$ cat config.mk
export PLATFORM = sky130hd
export DESIGN_NAME = pslct_csr
export DESIGN_NICKNAME = d
export VERILOG_FILES = /design/src/rtl/core/pslct_pkg.sv /design/src/rtl/core/pslct_csr.sv
export SDC_FILE = /design/constraint.sdc
export NUM_CORES = 1
export LEC_CHECK = 0
export BUFFER_PORTS_ARGS = -buffer_cell sky130_fd_sc_hd__buf_2
export CORE_ASPECT_RATIO = 0.6
export CORE_MARGIN = 5
export CORE_UTILIZATION = 47
export CTS_BUF_LIST = sky130_fd_sc_hd__clkbuf_2 sky130_fd_sc_hd__clkbuf_4 sky130_fd_sc_hd__clkbuf_8
export CTS_CLUSTER_SIZE = 30
export DETAILED_ROUTE_END_ITERATION = 8
export GPL_ROUTABILITY_DRIVEN = 0
export HOLD_SLACK_MARGIN = 0.05
export PLACE_DENSITY = 0.79
export SYNTH_ARGS = -nofsm -noshare
export SYNTH_HDL_FRONTEND = slang
export SYNTH_SLANG_ARGS = --single-unit
$ cat constraint.sdc
create_clock -name clock -period 1.1 [get_ports clock]
set_clock_uncertainty 0.1 [all_clocks]
set_input_delay 0.055 -clock clock [delete_from_list [all_inputs] [get_ports clock]]
set_output_delay 0.055 -clock clock [all_outputs]
set_load 0.03 [all_outputs]
$ cat src/rtl/core/pslct_pkg.sv
// shared types, codes and the load cost table of the per-source credit tracker
package pslct_pkg;

   // request action codes
   localparam logic [2:0] ACT_DEBIT  = 3'd0;
   localparam logic [2:0] ACT_CREDIT = 3'd1;
   localparam logic [2:0] ACT_WARN   = 3'd2;
   localparam logic [2:0] ACT_CUTOFF = 3'd3;
   localparam logic [2:0] ACT_TICK   = 3'd4;

   // register indexes on the csr port
   localparam logic [1:0] REG_RATE       = 2'd0;
   localparam logic [1:0] REG_LIMIT      = 2'd1;
   localparam logic [1:0] REG_WARN       = 2'd2;
   localparam logic [1:0] REG_DEBIT_LIM  = 2'd3;

   localparam int NUM_LOAD_TYPES = 10;
   localparam int COST_COUNT     = 10;
   localparam int COST_W         = 7;

   typedef struct packed {
      logic [15:0]        credit_rate;
      logic signed [31:0] credit_limit;
      logic signed [31:0] debit_warn;
      logic signed [31:0] debit_limit;
   } cfg_type;

   typedef struct packed {
      logic signed [31:0] balance;
      logic [31:0]        last_update;
      logic [31:0]        last_warning;
   } entry_type;

   // fixed debit per load type, zero for types without a cost
   function automatic logic [COST_W-1:0] load_cost(input logic [3:0] lt);
      logic [COST_W-1:0] c;
      case (lt)
         4'd0: c = 7'd10;
         4'd1: c = 7'd1;
         4'd2: c = 7'd100;
         4'd3: c = 7'd5;
         4'd4: c = 7'd20;
         4'd5: c = 7'd10;
         4'd6: c = 7'd2;
         4'd7: c = 7'd10;
         4'd8: c = 7'd5;
         4'd9: c = 7'd1;
         default: c = '0;
      endcase
      if (!(int'(lt) < NUM_LOAD_TYPES && int'(lt) < COST_COUNT)) c = '0;
      return c;
   endfunction

endpackage

$ cat src/rtl/core/pslct_csr.sv
// apb configuration registers of the credit tracker
module pslct_csr import pslct_pkg::*; (
   input  logic        clock,
   input  logic        reset,
   input  logic        psel,
   input  logic        penable,
   input  logic        pwrite,
   input  logic [3:0]  paddr,
   input  logic [31:0] pwdata,
   output logic [31:0] prdata,
   output logic        pready,
   output cfg_type     cfg
);

   cfg_type cfg_ff, cfg_in;
   logic    wr_hit;
   logic [1:0] reg_idx;

   assign pready  = 1'b1;
   assign reg_idx = paddr[3:2];
   assign wr_hit  = psel && penable && pwrite && pready;

   always_comb begin
      cfg_in = cfg_ff;
      if (wr_hit) begin
         case (reg_idx)
            REG_RATE:      cfg_in.credit_rate  = pwdata[15:0];
            REG_LIMIT:     cfg_in.credit_limit = pwdata;
            REG_WARN:      cfg_in.debit_warn   = pwdata;
            REG_DEBIT_LIM: cfg_in.debit_limit  = pwdata;
            default:       cfg_in = cfg_ff;
         endcase
      end
   end

   always_ff @(posedge clock) begin
      if (reset) begin
         cfg_ff.credit_rate  <= 16'd10;
         cfg_ff.credit_limit <= 32'sd50;
         cfg_ff.debit_warn   <= -32'sd50;
         cfg_ff.debit_limit  <= -32'sd100;
      end else begin
         cfg_ff <= cfg_in;
      end
   end

   always_comb begin
      case (reg_idx)
         REG_RATE:      prdata = {16'd0, cfg_ff.credit_rate};
         REG_LIMIT:     prdata = cfg_ff.credit_limit;
         REG_WARN:      prdata = cfg_ff.debit_warn;
         REG_DEBIT_LIM: prdata = cfg_ff.debit_limit;
         default:       prdata = '0;
      endcase
   end

   assign cfg = cfg_ff;

endmodule

==> impl_metrics.yaml <==
timing:
  setup-violations-final: 124
  post-route-period-util_pct: 143
  setup_ws_ps: -473
  setup_tns_ps: -17540
  fmax_mhz: 636
  rsz0062_at_grt: "true"
  final_hold_viol_count: 0
  maxSlewViolCount: 0
  finalCriticalPeriod_ps: 1570
cts:
  clock_sinks: 112
  cts_tree: "yes"
  cts_root_buffer: "clkbuf_8"
  clk_pin_slew_ps: 110
  htree_levels: 3
  cts_buffers: 9
  clk_path_buf_depth: 2
  clock_latency_ps: 370
critical_path:
  start_kind: "flop"
  cp_slowest_cell: "mux4_2"
  crit_type: "reg -> out"
  timing.rr.start: "cfg[50]"
  critical_path_buf_inv_count: 1
  crit_chain: "mux4_2, buf_6"
  cpPeakStageDelay_ps: 520
  cp_top_family: "multiplexers"
  reg2reg_to: "cfg[50]"
  r2r_cells: 5
  cp-end-kind: "output port"
  cp_max_fo: 2
  r2r_slack_ps: -80
  cp.arrival_ps: 1420
  worstPathRequired_ps: 940
final_layout:
  drive_above_1_share_pct: 63.9
  largest_reg_flops: 112
  fin_nets: 897
  post-route-util_pct: 89.3
  area_growth_pct: 83.5
synthesis:
  synth_simple_gate_area_share_pct: 15.5
  syn_area_per_cell_sq_um: 10.3
  yosysWarnings: 0
  synthFlopType: "dfxtp_1"
  synth_top_cell_by_area: "dfxtp_1"
  ys_ff_latch: 112
  synth_commonest_cells: "dfxtp_1 (112), mux2i_1 (94), nor2_1 (91), nand2b_1 (48), nand3_1 (19)"
  synth_top_family_by_area: "multiplexers"
  synth_edf_count: 0
  synth_fp_nets: 543
  synthMuxAreaShare_pct: 28.8
  yosys-top-cells-area: "dfxtp_1 (43%), mux2i_1 (18%), nor2_1 (6.6%), nand2b_1 (5.8%), mux4_2 (5.6%)"
  synth_adder_area_share_pct: 0
  async_flop_share_pct: 0
  synth_cell_type_count: 27
  synth_most_common_cell: "dfxtp_1"
  synth.top_cell.area_share_pct: 43.2
  syn_area_sq_um: 5190
  ys_seq_area_share_pct: 43.2
  syn_inst: 502
  synth_compound_area_share_pct: 7.79
  synth-xor-area-share_pct: 0
min_path:
  hp-start: "reset"
  worst_hold_path.endpoint: "cfg[8]"
  hp-class: "in -> reg"
  hold_path_depth: 3
power_and_ir_drop:
  finalPower_mw: 8.47
  power.leakage_nw: 4.36
  vdd_ir_drop_max_uv: 709
  power.density_nw_per_um2: 890
detailed_routing:
  first_pass_iters: 6
  drc_errors: 0
  ant_nets: 0
  viasPerCell: 5.69
  drt-total-wl_mm: 22.7
  wl_per_cell_microns: 22.7
  drt_iter0_drc: 401
  dr_total_vias: 5699
floorplan:
  core_area_sq_um: 10700
  io_pins: 186
  row_count: 29
  dieArea_sq_um: 13300
  die_w_microns: 146
  start_util_pct: 48.6
  die_h_microns: 91.4
global_routing:
  grt_overflow: 0
  grt_pass1_wl_mm: 30.5
  antenna_found_initial: 0
  first_global_vias: 5640
  track_usage_pct: 28.0
  grt_max_degree: 38
outcome:
  outcome: "complete, but fails checks"
  violations: "setup timing"
placed_design:
  dp_hpwl_mm: 12.1
  port_buffers: 182
run:
  cap_violations: 0
==> cells in the final DEF, fill, tap and decap left out, types with 2 or more instances in the layout <==
master / instances
a21bo_2: 17
a21oi_1: 17
a22o_2: 9
a22o_4: 7
and3_1: 2
buf_12: 10
buf_2: 38
buf_4: 63
buf_6: 239
buf_8: 2
clkbuf_4: 2
clkbuf_8: 9
clkinv_4: 2
dfxtp_2: 111
dlygate4sd3_1: 35
inv_6: 2
mux2_2: 7
mux2_4: 9
mux2i_1: 94
mux4_2: 16
nand2b_1: 48
nand3_1: 18
nor2_1: 91
==> metal layers <==
metal / share of wire [%] / global-route usage, %
met5: 0 / 0
met4: 3.2 / 7.38
met3: 8.6 / 6.72
met2: 52 / 50.1
met1: 36 / 34.0
==> through the flow <==
| stage | cells | hold slack, ps | cell area, sq um | setup WS [ps] |
|---|---|---|---|---|
| after floorplan | 502 | 94.9 | 5350 | -38.0 |
| after global placement | 891 | 224 | 7150 | -200 |
| after detailed placement | 891 | 233 | 7150 | -230 |
| after CTS | 952 | 87.1 | 8900 | -435 |
| after global routing | 1000 | 43.1 | 9520 | -507 |
| final | 1001 | 29.9 | 9520 | -473 |
==> power breakdown <==
group | internal (mW) | switching [mW] | total, mW | leakage, nW
Sequential | 4.11 | 0.0465 | 4.16 | 0.902
Clock | 1.12 | 1.53 | 2.65 | 0.107
Combinational | 0.802 | 0.858 | 1.66 | 3.35
Total | 6.04 | 2.44 | 8.47 | 4.36
==> area by class of cell <==
cell class	count	area, sq um
clock buffer	10	131
timing repair buffer	388	3940
tap	139	174
sequential	112	2380
fill	434	1140
clock inverter	6	76.3
multi-input combinational	345	2810
antenna	1	2.50
==> worst max path at each step <==
stage	startpoint	end	slack [ps]	cells past startpoint
floorplan	paddr[2]	cfg[102]	-40	5
global placement	paddr[2]	prdata[25]	-200	5
detailed placement	paddr[3]	cfg[55]	-230	5
CTS	cfg[1]	prdata[1]	-430	2
global route	cfg[11]	prdata[11]	-510	2
finish	cfg[11]	prdata[11]	-470	2
==> cell families (layout without fill, tap and decap cells) <==
kind of cell    after synthesis  count (layout)
compound gates               51              51
mux                         126             126
flops                       112             112
buf+inv                      45             404
other cells                   1               2
simple gates                167             167
==> tightest hold or removal path, stage by stage <==
cell     delay [ps]
buf_6           170
nor2_1          140
mux2i_1          90
==> repair_timing <==
item | CTS | global route
setup buffers | 22 | 79
hold buffers | 34 | 1
endpoints found under the hold margin | 112 | 1
setup endpoints to repair | 130 | 141
resized for setup | 348 | 112
Power figures use the tool's default switching activity.
